File: src/rtl/kpd_pkg.sv
// Shared types, constants and the key table for the keypad scanner.
`default_nettype none
package kpd_pkg;

  localparam int unsigned COL_W      = 4;
  localparam int unsigned ROW_W      = 4;
  localparam int unsigned CODE_W     = 4;
  localparam int unsigned DISP_W     = 16;
  localparam int unsigned SETTLE_W   = 8;
  localparam int unsigned DEBOUNCE_W = 20;
  localparam int unsigned CFG_IDX_W  = 2;
  localparam int unsigned CFG_DATA_W = DEBOUNCE_W;

  typedef logic [COL_W-1:0]      col_t;
  typedef logic [ROW_W-1:0]      row_drive_t;
  typedef logic [CODE_W-1:0]     code_t;
  typedef logic [DISP_W-1:0]     disp_t;
  typedef logic [SETTLE_W-1:0]   settle_t;
  typedef logic [DEBOUNCE_W-1:0] count_t;
  typedef logic [CFG_IDX_W-1:0]  cfg_idx_t;
  typedef logic [CFG_DATA_W-1:0] cfg_data_t;

  // Configuration register indexes.
  localparam cfg_idx_t CFG_SETTLE   = 2'd0;
  localparam cfg_idx_t CFG_DEBOUNCE = 2'd1;

  // Reset values of the configuration registers.
  localparam settle_t SETTLE_RESET   = 8'd2;
  localparam count_t  DEBOUNCE_RESET = 20'd100000;

  // Special key codes.
  localparam code_t CLEAR_KEY   = 4'd13;
  localparam code_t DIGIT_LIMIT = 4'd10;

  // Key table indexed by {row, column}; row 0 is the first scanned row.
  localparam code_t KEY_TABLE [16] = '{
    4'd10, 4'd3,  4'd2, 4'd1,
    4'd11, 4'd6,  4'd5, 4'd4,
    4'd12, 4'd9,  4'd8, 4'd7,
    4'd13, 4'd14, 4'd0, 4'd15
  };

  typedef enum logic [1:0] {
    PH_SCAN    = 2'd0,
    PH_PRESS   = 2'd1,
    PH_HOLD    = 2'd2,
    PH_RELEASE = 2'd3
  } phase_t;

  // Live configuration seen by the scan core.
  typedef struct packed {
    settle_t settle;
    count_t  debounce;
  } cfg_t;

  // One result item.
  typedef struct packed {
    row_drive_t row_drive;
    logic       key_valid;
    code_t      key_code;
    disp_t      display_value;
  } key_res_t;

endpackage
`default_nettype wire

File: src/rtl/kpd_if.sv
// Stream interfaces for column samples and key results.
`default_nettype none
interface kpd_col_if;
  import kpd_pkg::*;
  logic valid;
  logic ready;
  col_t column_levels;

  modport source (output valid, output column_levels, input ready);
  modport sink   (input valid, input column_levels, output ready);
endinterface

interface kpd_key_if;
  import kpd_pkg::*;
  logic       valid;
  logic       ready;
  row_drive_t row_drive;
  logic       key_valid;
  code_t      key_code;
  disp_t      display_value;

  modport source (output valid, output row_drive, output key_valid, output key_code,
                  output display_value, input ready);
  modport sink   (input valid, input row_drive, input key_valid, input key_code,
                  input display_value, output ready);
endinterface
`default_nettype wire

File: src/rtl/keypad_scan_digit_entry_top.sv
// Top level: input register, configuration registers, scan core and result register.
// An accepted request is held in the input register, then moves to the result register.
// Throughput: one request per cycle unless stalled; the scan is one registered pass.
// While a result waits, one more request is held in the input register, then input stalls.
// Reset (synchronous, active low) restores settle 2, debounce 100000, scanning at row 0,
// counter and digit register zero; no clearing pass is needed.
`default_nettype none
module keypad_scan_digit_entry_top (
  input  wire                 clk,
  input  wire                 rst_n,
  kpd_col_if.sink             in_col,
  kpd_key_if.source           out_key,
  input  wire                 cfg_we,
  input  kpd_pkg::cfg_idx_t   cfg_index,
  input  kpd_pkg::cfg_data_t  cfg_wdata
);
  import kpd_pkg::*;

  logic     s1_valid_r;
  col_t     s1_cols_r;
  logic     out_valid_r;
  key_res_t out_res_r;
  key_res_t res;
  cfg_t     cfg_r;
  logic     advance;

  // A request moves into the core when the result register is free or being drained.
  assign advance      = s1_valid_r && (!out_valid_r || out_key.ready);
  assign in_col.ready = !s1_valid_r || advance;

  // Input register.
  always_ff @(posedge clk) begin
    if (!rst_n) begin
      s1_valid_r <= 1'b0;
    end else if (in_col.ready) begin
      s1_valid_r <= in_col.valid;
    end
  end

  always_ff @(posedge clk) begin
    if (in_col.valid && in_col.ready) begin
      s1_cols_r <= in_col.column_levels;
    end
  end

  // Configuration registers; unknown indexes are ignored.
  always_ff @(posedge clk) begin
    if (!rst_n) begin
      cfg_r.settle   <= SETTLE_RESET;
      cfg_r.debounce <= DEBOUNCE_RESET;
    end else if (cfg_we) begin
      case (cfg_index)
        CFG_SETTLE:   cfg_r.settle   <= cfg_wdata[SETTLE_W-1:0];
        CFG_DEBOUNCE: cfg_r.debounce <= cfg_wdata[DEBOUNCE_W-1:0];
        default: ;
      endcase
    end
  end

  kpd_scan_core u_core (
    .clk   (clk),
    .rst_n (rst_n),
    .fire  (advance),
    .cols  (s1_cols_r),
    .cfg   (cfg_r),
    .res   (res)
  );

  // Result register.
  always_ff @(posedge clk) begin
    if (!rst_n) begin
      out_valid_r <= 1'b0;
    end else if (advance) begin
      out_valid_r <= 1'b1;
    end else if (out_key.ready) begin
      out_valid_r <= 1'b0;
    end
  end

  always_ff @(posedge clk) begin
    if (advance) begin
      out_res_r <= res;
    end
  end

  assign out_key.valid         = out_valid_r;
  assign out_key.row_drive     = out_res_r.row_drive;
  assign out_key.key_valid     = out_res_r.key_valid;
  assign out_key.key_code      = out_res_r.key_code;
  assign out_key.display_value = out_res_r.display_value;

  // A buffered request is never dropped while it waits for the result register.
  a_s1_hold: assert property (@(posedge clk) disable iff (!rst_n)
    s1_valid_r && !advance |=> s1_valid_r && $stable(s1_cols_r))
    else $error("buffered request lost");

  // Exactly one row is driven low on every delivered result.
  a_one_row: assert property (@(posedge clk) disable iff (!rst_n)
    out_valid_r |-> $onehot(~out_res_r.row_drive))
    else $error("row drive not one-cold");

  // A waiting result is not overwritten by a new one.
  a_no_overwrite: assert property (@(posedge clk) disable iff (!rst_n)
    out_valid_r && !out_key.ready |-> !advance)
    else $error("result register overwritten");

endmodule
`default_nettype wire

File: src/rtl/kpd_scan_core.sv
// Scan state machine, debounce counter and digit register; one step per fired request.
`default_nettype none
module kpd_scan_core (
  input  wire               clk,
  input  wire               rst_n,
  input  wire               fire,
  input  kpd_pkg::col_t     cols,
  input  kpd_pkg::cfg_t     cfg,
  output kpd_pkg::key_res_t res
);
  import kpd_pkg::*;

  phase_t     phase_r, phase_nxt;
  logic [1:0] row_r, row_nxt;
  logic [1:0] hit_r, hit_nxt;
  count_t     cnt_r, cnt_nxt;
  disp_t      digit_r, digit_nxt;

  count_t     cnt_inc;
  logic       low_any;
  logic [1:0] low_col;
  code_t      code;
  logic       report;
  code_t      res_code;

  // Lowest column that reads low.
  always_comb begin
    low_any = ~&cols;
    if (!cols[0]) begin
      low_col = 2'd0;
    end else if (!cols[1]) begin
      low_col = 2'd1;
    end else if (!cols[2]) begin
      low_col = 2'd2;
    end else begin
      low_col = 2'd3;
    end
  end

  assign cnt_inc = cnt_r + 20'd1;
  assign code    = KEY_TABLE[{row_r, hit_r}];

  // Next state for one tick.
  always_comb begin
    phase_nxt = phase_r;
    row_nxt   = row_r;
    hit_nxt   = hit_r;
    cnt_nxt   = cnt_r;
    digit_nxt = digit_r;
    report    = 1'b0;
    case (phase_r)
      PH_SCAN: begin
        if (cnt_r < {{(DEBOUNCE_W-SETTLE_W){1'b0}}, cfg.settle}) begin
          cnt_nxt = cnt_inc;
        end else begin
          cnt_nxt = '0;
          if (low_any) begin
            hit_nxt   = low_col;
            phase_nxt = PH_PRESS;
          end else begin
            row_nxt = row_r + 2'd1;
          end
        end
      end
      PH_PRESS: begin
        if (cnt_r < cfg.debounce) begin
          cnt_nxt = cnt_inc;
        end else begin
          phase_nxt = PH_HOLD;
          cnt_nxt   = '0;
        end
      end
      PH_HOLD: begin
        if (cols[hit_r]) begin
          phase_nxt = PH_RELEASE;
          cnt_nxt   = '0;
        end
      end
      PH_RELEASE: begin
        if (cnt_r < cfg.debounce) begin
          cnt_nxt = cnt_inc;
        end else begin
          report    = 1'b1;
          phase_nxt = PH_SCAN;
          row_nxt   = 2'd0;
          cnt_nxt   = '0;
          if (code == CLEAR_KEY) begin
            digit_nxt = '0;
          end else if (code < DIGIT_LIMIT) begin
            digit_nxt = {digit_r[DISP_W-CODE_W-1:0], code};
          end
        end
      end
      default: begin
        phase_nxt = PH_SCAN;
      end
    endcase
  end

  // Result for this tick: the row driven now and the register after the update.
  assign res_code          = report ? code : '0;
  assign res.row_drive     = ~(4'b1000 >> row_r);
  assign res.key_valid     = report;
  assign res.key_code      = res_code;
  assign res.display_value = digit_nxt;

  // State registers advance only when a request is processed.
  always_ff @(posedge clk) begin
    if (!rst_n) begin
      phase_r <= PH_SCAN;
      row_r   <= 2'd0;
      hit_r   <= 2'd0;
      cnt_r   <= '0;
      digit_r <= '0;
    end else if (fire) begin
      phase_r <= phase_nxt;
      row_r   <= row_nxt;
      hit_r   <= hit_nxt;
      cnt_r   <= cnt_nxt;
      digit_r <= digit_nxt;
    end
  end

  // A key is reported only from the release debounce phase.
  a_report_phase: assert property (@(posedge clk) disable iff (!rst_n)
    fire && res.key_valid |-> phase_r == PH_RELEASE)
    else $error("key reported outside release debounce");

  // After a report the scan restarts at the first row with a clear counter.
  a_restart: assert property (@(posedge clk) disable iff (!rst_n)
    fire && res.key_valid |=> phase_r == PH_SCAN && row_r == 2'd0 && cnt_r == '0)
    else $error("scan did not restart after a report");

  // The digit register changes only on a report.
  a_digit_hold: assert property (@(posedge clk) disable iff (!rst_n)
    fire && !res.key_valid |=> $stable(digit_r))
    else $error("digit register changed without a report");

endmodule
`default_nettype wire
File: src/flat_wrapper.sv
// flat-port wrapper written by rule: the top's interface ports become plain ports
module keypad_scan_digit_entry_top_flat import kpd_pkg::*;
  (clk, rst_n, cfg_we, cfg_index, cfg_wdata, in_col_valid, in_col_column_levels, in_col_ready, out_key_valid, out_key_row_drive, out_key_key_valid, out_key_key_code, out_key_display_value, out_key_ready);
  kpd_col_if in_col_i ();
  kpd_key_if out_key_i ();
  input  wire clk;
  input  wire rst_n;
  input  wire cfg_we;
  input  kpd_pkg::cfg_idx_t cfg_index;
  input  kpd_pkg::cfg_data_t cfg_wdata;
  input wire logic [$bits(in_col_i.valid)-1:0] in_col_valid;
  input wire logic [$bits(in_col_i.column_levels)-1:0] in_col_column_levels;
  output wire logic [$bits(in_col_i.ready)-1:0] in_col_ready;
  output wire logic [$bits(out_key_i.valid)-1:0] out_key_valid;
  output wire logic [$bits(out_key_i.row_drive)-1:0] out_key_row_drive;
  output wire logic [$bits(out_key_i.key_valid)-1:0] out_key_key_valid;
  output wire logic [$bits(out_key_i.key_code)-1:0] out_key_key_code;
  output wire logic [$bits(out_key_i.display_value)-1:0] out_key_display_value;
  input wire logic [$bits(out_key_i.ready)-1:0] out_key_ready;
  assign in_col_i.valid = in_col_valid;
  assign in_col_i.column_levels = in_col_column_levels;
  assign in_col_ready = in_col_i.ready;
  assign out_key_valid = out_key_i.valid;
  assign out_key_row_drive = out_key_i.row_drive;
  assign out_key_key_valid = out_key_i.key_valid;
  assign out_key_key_code = out_key_i.key_code;
  assign out_key_display_value = out_key_i.display_value;
  assign out_key_i.ready = out_key_ready;
  keypad_scan_digit_entry_top u_core (.clk(clk), .rst_n(rst_n), .in_col(in_col_i), .out_key(out_key_i), .cfg_we(cfg_we), .cfg_index(cfg_index), .cfg_wdata(cfg_wdata));
endmodule
File: config.mk
export PLATFORM = sky130hd
export DESIGN_NAME = keypad_scan_digit_entry_top_flat
export DESIGN_NICKNAME = d
export VERILOG_FILES = /design/src/rtl/kpd_pkg.sv /design/src/rtl/kpd_if.sv /design/src/rtl/keypad_scan_digit_entry_top.sv /design/src/rtl/kpd_scan_core.sv /design/src/flat_wrapper.sv
export SDC_FILE = /design/constraint.sdc
export NUM_CORES = 1
export LEC_CHECK = 0
export BUFFER_PORTS_ARGS = -buffer_cell sky130_fd_sc_hd__buf_4
export CAP_MARGIN = 20
export CELL_PAD_IN_SITES_DETAIL_PLACEMENT = 0
export CELL_PAD_IN_SITES_GLOBAL_PLACEMENT = 1
export CORE_MARGIN = 2
export CORE_UTILIZATION = 49
export CTS_CLUSTER_SIZE = 24
export DETAILED_ROUTE_END_ITERATION = 7
export PLACE_DENSITY_LB_ADDON = 0.1
export SETUP_SLACK_MARGIN = 0.5
export SYNTH_ARGS = -nofsm -noshare
export SYNTH_HDL_FRONTEND = slang
export SYNTH_SLANG_ARGS = --single-unit
File: constraint.sdc
create_clock -name clk -period 7.16 [get_ports clk]
set_clock_uncertainty 0.05 [all_clocks]
set_input_delay 0.716 -clock clk [delete_from_list [all_inputs] [get_ports clk]]
set_output_delay 0.716 -clock clk [all_outputs]
set_load 0.03 [all_outputs]
==> results.sh, run 1 <==
export IMPL_vdd_drop_max_uv=96.4
export IMPL_numCtsBuffers=9
export IMPL_timing_max_cap_violations=0
export IMPL_synth_sequential_area_ratio_pct=46.0
export IMPL_gr_max_usage_layer="met2"
export IMPL_power_leakage_nw=2.40
export IMPL_yosysUniqueCellTypes=54
export IMPL_postSynthNetCount=595
export IMPL_asyncSetResetFlopFracSynth_pct=0
export IMPL_die_width_um=105
export IMPL_post_synth_cell_area_avg_um2=9.60
export IMPL_antenna_cells=0
export IMPL_ys_warn_count=0
export IMPL_grt_first_pass_wirelength_um=17000
export IMPL_synth_seq_cells=101
export IMPL_path_class="reg -> reg"
export IMPL_finish_net_count=645
export IMPL_setup_viols_final=0
export IMPL_drt_iter0_markers=151
export IMPL_synthMostInstantiatedCell="dfxtp_1"
export IMPL_numPortBuffers=57
export IMPL_crit_arrival_ps=3490
export IMPL_hold_path_class="reg -> reg"
export IMPL_dr_total_vias=3703
export IMPL_postLayoutCellArea_um2=5760
export IMPL_netlist_area_um2=5030
export IMPL_worst_slack_ps=3900
export IMPL_fin_setup_tns_ps=0
export IMPL_critical_path_peak_fanout=18
export IMPL_yosys_area_top_type_share_pct=28.6
export IMPL_cts_root_buf="clkbuf_8"
export IMPL_start_kind="flip-flop"
export IMPL_ctsHtreeMaxLevel=3
export IMPL_fin_crit_sh_pct=45.5
export IMPL_antenna_found_initial=0
export IMPL_clock_insertion_delay_at_the_later_pin_of_the_skew_report_ps=380
export IMPL_globalplace_congestion=0.842
export IMPL_nFillCells=865
export IMPL_grt_start_max_net_pins=46
export IMPL_final_max_slew_violation_count=0
export IMPL_global_route_congestion_overflow_total=0
export IMPL_clkSinkCount=101
export IMPL_cp_data_required_time_ps=7390
export IMPL_worst_setup_hold_path_clk_slew_ps=110
export IMPL_die_area_um2=11100
export IMPL_fp_coreArea_um2=9860
export IMPL_regArea_um2=2310
export IMPL_average_detailed_routed_wire_length_per_instance_um=14.1
export IMPL_power_mw=1.06
export IMPL_clock_tree_from_tritoncts="yes"
export IMPL_cts_hold_buf=0
export IMPL_synth_cells=524
export IMPL_multiInputGateArea_um2=2460
export IMPL_grt_met3_usage_pct=3.90
export IMPL_groute_layer_met1_usage_pct=26.5
export IMPL_via_density_per_instance=5.20
export IMPL_hold_viol=0
export IMPL_layout_drive_gt1_share_pct=14.3
export IMPL_resized_gates_after_cts=0
export IMPL_synth_largest_area_cell="dfxtp_1"
export IMPL_clk_path_buf_depth=2
export IMPL_max_slew_margin_pct=35.5
export IMPL_worstHoldPathCells=2
export IMPL_worstSetupEndpointType="flip-flop"
export IMPL_post_cts_repair_setup_buffers=0
export IMPL_placement_setup_worst_slack_ps=3920
export IMPL_post_dp_hpwl_um=7140
export IMPL_ios=58
export IMPL_initial_utilization_pct=51.0
export IMPL_final_min_clock_period_ps=3260
export IMPL_routed_wire_length_um=10000
export IMPL_rsz_0062_raised_after_global_routing="false"
export IMPL_core_rowCount=36
export IMPL_top_cell_types_by_occurrence_after_synthesis="dfxtp_1 (72), nand2_1 (64), nor2_1 (54)"
export IMPL_detail_route_antenna_nets=0
export IMPL_dr_pass1_iters=5
export IMPL_worst_slew_pin_transition_ps=967
export IMPL_global_route_usage_over_all_layers_pct=19.2
export IMPL_ff2ff_path_depth=8
export IMPL_synth_enable_flop_cells=29
export IMPL_drcViolationCount=0
export IMPL_cellPowerDensity_nw_per_um2=185
export IMPL_ys_top_cells_by_area="dfxtp_1 (29%), edfxtp_1 (17%), ha_1 (9.9%), nand2_1 (4.8%), mux2i_1 (4.2%)"
export IMPL_ys_flop_type="dfxtp_1"
export IMPL_grt_met2_usage_pct=29.7
export IMPL_fp_dieH_um=105
export IMPL_flow_area_growth_from_synthesis_pct=14.4
export IMPL_max_freq_ghz=0.307
export IMPL_status="finished clean"
export IMPL_first_global_vias=3512
export IMPL_detailed_place_area_um2=5530
==> cells by family (layout without fill, tap and decap cells) <==
group,Yosys count,count (layout),synth area share (%)
adders and majority gates,40,40,9.95
muxes,22,22,4.63
DFF,101,101,46.0
AOI/OAI and AO/OA,93,93,13.4
xor gates and xnor gates,20,20,3.48
and+or+nand+nor,185,185,17.3
buffers and inverters,63,118,5.27
==> metrics by stage <==
step / std cells / utilization (%) / hold slack (ps)
final: 712 / 58.4 / 422
after global routing: 712 / 58.4 / 433
after CTS: 711 / 58.1 / 423
after detailed placement: 695 / 56.1 / 408
after global placement: 695 / 56.1 / 403
after floorplan: 524 / - / 392
==> cells in the final DEF (no fill, tap or decap), types with 4 or more instances in the layout <==
master    instances
o21ai_0          10
inv_6             4
nor3_1            6
mux2i_1          21
xor2_1           15
a21boi_0         14
nand2_1          64
ha_1             40
a22o_1           12
a211oi_1          4
o211ai_1          8
buf_4            57
dfxtp_1          72
nand4_1          10
and3_1            4
xnor2_1           5
nor2_1           54
nand3_1          14
edfxtp_1         29
nand2b_1          5
clkbuf_8          9
inv_1            44
nor2b_1          11
a21oi_1          19
==> state kept, by name (all words and copies together), names as in the netlist, 2 cells and up <==
register                      flops
u_core.u_core.phase_r             2
u_core.cfg_r                     28
u_core.out_key.row_drive          4
u_core.u_core.digit_r            16
u_core.s1_cols_r                  4
u_core.u_core.hit_r               2
u_core.out_key.key_code           4
u_core.out_key.display_value     16
u_core.u_core.row_r               2
u_core.u_core.cnt_r              20
==> path summary, 6_finish.rpt <==
kind | from | end | slack (ps)
hold reg to reg | u_core.cfg_r[3]$_SDFFE_PN0P_ | u_core.cfg_r[3]$_SDFFE_PN0P_ | 420
setup reg to reg | u_core.u_core.cnt_r[9]$_SDFFE_PN0P_ | u_core.u_core.digit_r[10]$_SDFFE_PN0P_ | 3900
setup / recovery | u_core.u_core.cnt_r[9]$_SDFFE_PN0P_ | u_core.u_core.digit_r[10]$_SDFFE_PN0P_ | 3900
hold / removal | u_core.cfg_r[3]$_SDFFE_PN0P_ | u_core.cfg_r[3]$_SDFFE_PN0P_ | 420
==> layout make-up <==
class | instances | area share [%]
Multi-Input combinational cell | 360 | 42.7
Sequential cell | 101 | 40.2
Inverter | 44 | 2.87
Tap cell | 133 | 2.89
Timing Repair Buffer | 58 | 7.91
Clock buffer | 11 | 2.65
Clock inverter | 5 | 0.804
==> power breakdown <==
| part | internal (mW) | switching, mW |
|---|---|---|
| Sequential | 0.601 | 0.00670 |
| Combinational | 0.0363 | 0.0512 |
| Clock | 0.155 | 0.214 |
==> layer usage <==
metal / vias to the layer above / part of all wire [%]
met5: - / 0
met4: 0 / 1.1
met3: 10 / 3.9
met2: 72 / 45
met1: 1708 / 50
li1: 1913 / -
==> critical path, stage by stage (launching register included) <==
cell      delay [ps]
dfxtp_1          450
ha_1             300
a21oi_2          140
o21ai_1           90
a221o_1          410
a221oi_4         490
a21o_1           670
nor2_2           250
a22o_1           300
Power figures use the tool's default switching activity.
==> inputs of run 2 (changes only) <==
ABC_AREA = 1   (was not set)
CORE_UTILIZATION = 39   (was 49)
clock period = 2.6 ns   (was 7.16 ns; I/O delays follow)
==> results.sh, run 2 <==
export IMPL_average_detailed_routed_wire_length_per_instance_um=13.5
export IMPL_regToRegStartpoint="u_core.u_core.cnt_r[16]$_SDFFE_PN0P_"
export IMPL_timing_max_cap_violations=0
export IMPL_via_density_per_instance=4.83
export IMPL_netlist_area_um2=5570
export IMPL_synth_enable_flop_cells=29
export IMPL_numCtsBuffers=9
export IMPL_antenna_found_initial=0
export IMPL_cts_hold_buf=0
export IMPL_path_cells="ha_4, nand2_4, nor2_4, nand2_2, nor2_2, nand2_2, nand4_1, buf_4, nand4_1, a21oi_1, nor2_1"
export IMPL_reg_largest_list="u_core.cfg_r (28), u_core.u_core.cnt_r (20)"
export IMPL_post_dp_hpwl_um=9360
export IMPL_synth_sequential_area_ratio_pct=41.5
export IMPL_drt_iter0_markers=217
export IMPL_global_route_usage_over_all_layers_pct=17.5
export IMPL_finish_net_count=881
export IMPL_layout_cells_most_common_list="nand2_1 (163), inv_1 (87), buf_4 (78)"
export IMPL_fp_coreArea_um2=13900
export IMPL_ys_flop_type="dfxtp_1"
export IMPL_postSynthNetCount=803
export IMPL_max_freq_ghz=0.488
export IMPL_critical_path_max_stage_delay_ps=380
export IMPL_die_area_um2=15300
export IMPL_final_max_slew_violation_count=0
export IMPL_post_synth_cell_area_avg_um2=7.61
export IMPL_rsz_0062_raised_after_global_routing="true"
export IMPL_regArea_um2=2360
export IMPL_synth_cells=732
export IMPL_asyncSetResetFlopFracSynth_pct=0
export IMPL_critical_path_peak_fanout=7
export IMPL_cpLargestDelayFamily="simple AND/OR/NAND/NOR gates"
export IMPL_grt_first_pass_wirelength_um=20900
export IMPL_synth_largest_area_cell="dfxtp_1"
export IMPL_worst_slew_pin_transition_ps=723
export IMPL_dr_pass1_iters=5
export IMPL_power_leakage_nw=3.14
export IMPL_worstSetupEndpointType="flip-flop"
export IMPL_cpMaxStageDelayCell="dfxtp_2"
export IMPL_global_route_congestion_overflow_total=0
export IMPL_ys_top_cells_by_area="dfxtp_1 (26%), edfxtp_1 (16%), nand2_1 (12%), ha_1 (9.0%), inv_1 (6.9%)"
export IMPL_routed_wire_length_um=13400
export IMPL_power_mw=3.99
export IMPL_yosys_area_top_type_share_pct=25.9
export IMPL_fin_crit_sh_pct=78.8
export IMPL_clk_path_buf_depth=2
export IMPL_synth_seq_cells=101
export IMPL_max_flop_register="u_core.cfg_r"
export IMPL_detail_route_antenna_nets=0
export IMPL_initial_utilization_pct=40.0
export IMPL_ios=58
export IMPL_status="finished clean"
export IMPL_synthMostInstantiatedCell="nand2_1"
export IMPL_flow_area_growth_from_synthesis_pct=27.9
export IMPL_clock_tree_from_tritoncts="yes"
export IMPL_antenna_cells=0
export IMPL_layout_drive_gt1_share_pct=29.7
export IMPL_final_min_clock_period_ps=2050
export IMPL_dr_total_vias=4806
export IMPL_drcViolationCount=0
export IMPL_path_class="reg -> reg"
export IMPL_worstPathBufferInverterCount=1
export IMPL_ctsHtreeMaxLevel=3
export IMPL_worst_setup_hold_path_clk_slew_ps=70
export IMPL_setup_viols_final=0
export IMPL_fp_dieH_um=124
export IMPL_hold_path_class="in -> reg"
export IMPL_cellPowerDensity_nw_per_um2=560
export IMPL_fin_setup_tns_ps=0
export IMPL_cp_data_required_time_ps=2790
export IMPL_hold_viol=0
export IMPL_clock_insertion_delay_at_the_later_pin_of_the_skew_report_ps=360
export IMPL_numPortBuffers=57
export IMPL_die_width_um=124
export IMPL_ys_warn_count=0
export IMPL_first_global_vias=4434
export IMPL_largest_register_ffs=28
export IMPL_cts_root_buf="clkbuf_16"
export IMPL_core_rowCount=43
export IMPL_vdd_drop_max_uv=276
export IMPL_start_kind="flip-flop"
export IMPL_globalplace_congestion=0.801
export IMPL_yosysUniqueCellTypes=42
export IMPL_max_slew_margin_pct=51.7
export IMPL_multiInputGateArea_um2=3100
export IMPL_hold_worst_slack_ps=32.8
export IMPL_layout_cells_most_common="nand2_1"
export IMPL_crit_path_start="u_core.u_core.cnt_r[16]$_SDFFE_PN0P_"
export IMPL_hold_path_startpoint="in_col_column_levels[3]"
export IMPL_top_cell_types_by_occurrence_after_synthesis="nand2_1 (181), inv_1 (102), dfxtp_1 (72)"
export IMPL_nFillCells=1336
export IMPL_clkSinkCount=101
export IMPL_grt_start_max_net_pins=60
export IMPL_crit_arrival_ps=2240
## run 2: path summary, 6_finish.rpt
| kind | to | slack, ps | depth (start not counted) |
|---|---|---|---|
| worst max-delay path | u_core.u_core.row_r[0]$_SDFFE_PN0P_ | 550 | 11 |
| worst min-delay path | u_core.s1_cols_r[3]$_DFFE_PP_ | 30 | 1 |
| worst max register to register | u_core.u_core.row_r[0]$_SDFFE_PN0P_ | 550 | 11 |
| worst min register to register | u_core.cfg_r[1]$_SDFFE_PN0P_ | 410 | 2 |
## run 2: logic make-up (layout without fill, tap and decap cells)
| logic type | count (synthesis) | after routing | synth area share, % |
|---|---|---|---|
| and+or+nand+nor | 325 | 328 | 25.3 |
| AOI/OAI and AO/OA | 125 | 125 | 12.9 |
| buffers and inverters | 131 | 211 | 9.70 |
| xor gates and xnor gates | 10 | 10 | 1.57 |
| adders and majority gates | 40 | 40 | 8.98 |
| DFF | 101 | 101 | 41.5 |
## run 2: repair_timing
action / in CTS / in global routing
setup endpoints to repair: 47 / 55
cloned: 2 / 4
gates resized for setup: 23 / 95
pin swaps: 5 / 24
setup buffers: 3 / 13
## run 2: area by class of cell
type                       instances  area share [%]
multi-input combinational        503            43.5
inverter                         111            6.02
sequential                       101            33.1
clock inverter                     6            1.86
clock buffer                      10            3.21
tap                              180            3.16
timing repair inverter             2           0.246
timing repair buffer              82            8.85
## run 2: power by group
group	total [mW]	internal [mW]	leakage, nW	switching [mW]
registers	1.73	1.69	0.870	0.0412
clock network	1.65	1.04	0.175	0.612
logic	0.610	0.226	2.09	0.384
## run 2: layer usage
layer / wire length [um] / GRT usage, % / up-vias
met2: 6840 / 31.3 / 70
met1: 5960 / 21.4 / 2205
met3: 363 / 2.49 / 18
met4: 218 / 5.97 / 0
met5: 0 / 0 / -
li1: - / - / 2513
## run 2: through the flow
step	cells	setup WS, ps	utilization [%]	instance area (um2)
2_1_floorplan	732	564	-	5580
3_3_place_gp	957	289	44.3	6170
3_5_place_dp	957	224	44.3	6170
4_1_cts	978	497	47.8	6670
5_1_grt	995	466	51.2	7130
6_report	995	551	51.2	7130
==> inputs of run 3 (changes only) <==
ABC_AREA = 0   (was 1)
CORE_UTILIZATION = 41   (was 39)
clock period = 1.7 ns   (was 2.6 ns; I/O delays follow)
==> results.sh, run 3 (synthesis results as in run 1) <==
export IMPL_status="finished, violations left"
export IMPL_failed_checks="setup timing"
export IMPL_drt_iter0_markers=200
export IMPL_die_width_um=115
export IMPL_largest_register_ffs=28
export IMPL_worst_slack_ps=-883
export IMPL_worst_slew_pin_transition_ps=371
export IMPL_hold_path_class="in -> reg"
export IMPL_global_route_congestion_overflow_total=0
export IMPL_first_global_vias=4273
export IMPL_crit_arrival_ps=2640
export IMPL_fp_coreArea_um2=12000
export IMPL_worst_setup_hold_path_clk_slew_ps=70
export IMPL_clock_insertion_delay_at_the_later_pin_of_the_skew_report_ps=360
export IMPL_flow_area_growth_from_synthesis_pct=54.8
export IMPL_fp_dieH_um=115
export IMPL_initial_utilization_pct=41.9
export IMPL_rsz_0062_raised_after_global_routing="true"
export IMPL_final_min_clock_period_ps=2580
export IMPL_max_freq_ghz=0.387
export IMPL_clk_path_buf_depth=2
export IMPL_max_flop_register="u_core.cfg_r"
export IMPL_antenna_cells=0
export IMPL_final_max_slew_violation_count=0
export IMPL_layout_cells_most_common="buf_4"
export IMPL_dr_total_vias=4295
export IMPL_fin_setup_tns_ps=-49750
export IMPL_average_detailed_routed_wire_length_per_instance_um=14.8
export IMPL_grt_start_max_net_pins=27
export IMPL_path_cells="inv_2, ha_4, nand2_4, or3_4, o221ai_4, a221oi_4, a21o_1, buf_12, buf_8, buf_6, a22oi_2, nor2_1"
export IMPL_postLayoutCellArea_um2=7790
export IMPL_max_slew_margin_pct=75.3
export IMPL_placement_setup_worst_slack_ps=-932
export IMPL_cpMaxStageDelayCell="or3_4"
export IMPL_critical_path_max_stage_delay_ps=390
export IMPL_critical_path_peak_fanout=5
export IMPL_globalplace_congestion=0.845
export IMPL_cellPowerDensity_nw_per_um2=664
export IMPL_antenna_found_initial=0
export IMPL_cpLargestDelayFamily="compound AO/OA/AOI/OAI gates"
export IMPL_detail_route_antenna_nets=0
export IMPL_global_route_usage_over_all_layers_pct=20.3
export IMPL_post_dp_hpwl_um=8570
export IMPL_ios=58
export IMPL_core_rowCount=40
export IMPL_power_leakage_nw=3.26
export IMPL_start_kind="flip-flop"
export IMPL_numPortBuffers=57
export IMPL_vdd_drop_max_uv=484
export IMPL_fin_crit_sh_pct=152
export IMPL_cp_data_required_time_ps=1760
export IMPL_timing_max_cap_violations=0
export IMPL_grt_first_pass_wirelength_um=20900
export IMPL_dr_pass1_iters=4
export IMPL_ctsHtreeMaxLevel=3
export IMPL_clock_tree_from_tritoncts="yes"
export IMPL_drcViolationCount=0
export IMPL_reg_largest_list="u_core.cfg_r (28), u_core.u_core.cnt_r (20)"
export IMPL_path_class="reg -> reg"
export IMPL_finish_net_count=785
export IMPL_hold_viol=0
export IMPL_worstSetupEndpointType="flip-flop"
export IMPL_layout_cells_most_common_list="buf_4 (141), nand2_1 (57), nor2_1 (49)"
export IMPL_clkSinkCount=101
export IMPL_via_density_per_instance=4.96
export IMPL_detailed_place_area_um2=6350
export IMPL_numCtsBuffers=9
export IMPL_power_mw=5.17
export IMPL_cts_root_buf="clkbuf_16"
export IMPL_die_area_um2=13200
export IMPL_layout_drive_gt1_share_pct=43.7
export IMPL_setup_viols_final=63
export IMPL_routed_wire_length_um=12800
export IMPL_worstPathBufferInverterCount=4
## run 3: cell types whose count changed in the layout (fill, tap and decap cells not counted), sizes merged, moves of 13 or more
| cell | delta |
|---|---|
| o21ai | -40 |
| inv | -63 |
| nor2 | -14 |
| nand2 | -146 |
| buf | +104 |
| a21oi | -38 |
| a21boi | +13 |
| mux2i | +21 |
## run 3: metal layers
layer  up-vias  part of all wire [%]  track usage [%]
met5         -                     0                0
met4         0                   2.1             8.67
met3        16                   2.5             2.90
met2        66                    48             33.5
met1      2005                    48             26.8
li1       2208                     -                -
## run 3: what timing repair did
| action | in CTS | in global routing |
|---|---|---|
| pin swaps | 38 | 17 |
| gates cloned | 5 | 1 |
| hold buffers | 11 | 0 |
| gates resized for setup | 110 | 30 |
| buffers inserted | 30 | 6 |
| hold endpoints to repair | 11 | 0 |
| setup endpoints to repair | 89 | 94 |
## run 3: path summary, 6_finish.rpt
check / slack, ps / endpoint / start / cells past startpoint
worst min-delay path: 10 / u_core.cfg_r[19]$_SDFFE_PN0P_ / cfg_wdata[19] / 3
worst max register to register: -880 / u_core.out_key.display_value[2]$_DFFE_PP_ / u_core.cfg_r[6]$_SDFFE_PN0P_ / 12
worst min register to register: 420 / u_core.cfg_r[3]$_SDFFE_PN0P_ / u_core.cfg_r[3]$_SDFFE_PN0P_ / 2
worst max-delay path: -880 / u_core.out_key.display_value[2]$_DFFE_PP_ / u_core.cfg_r[6]$_SDFFE_PN0P_ / 12
## run 3: report_power, final
part	internal, mW	switching [mW]
registers	2.53	0.0256
logic	0.342	0.300
clock network	1.01	0.962
total	3.89	1.29
## run 3: layout make-up
class / count / area [um2]
Sequential cell: 101 / 2350
Tap cell: 147 / 184
Fill cell: 983 / 4220
Timing Repair Buffer: 197 / 1860
Multi-Input combinational cell: 361 / 2950
Inverter: 44 / 171
Clock inverter: 7 / 52.6
Clock buffer: 9 / 225
## run 3: metrics by stage
stage                     hold WS [ps]  cells  utilization (%)
after detailed placement           300    797             52.9
after CTS                        0.150    859             63.3
after global routing              25.9    866             64.9
after floorplan                    219    524                -
after global placement             298    797             52.9
final                             12.4    866             64.9
## run 3: worst register-to-register path, delay by kind of cell, from the launching register on
kind / cells / cell delay [ps]
compound gates: 4 / 740
simple gates: 3 / 510
buf+inv: 4 / 440
flops: 1 / 330
fa+ha+maj: 1 / 270
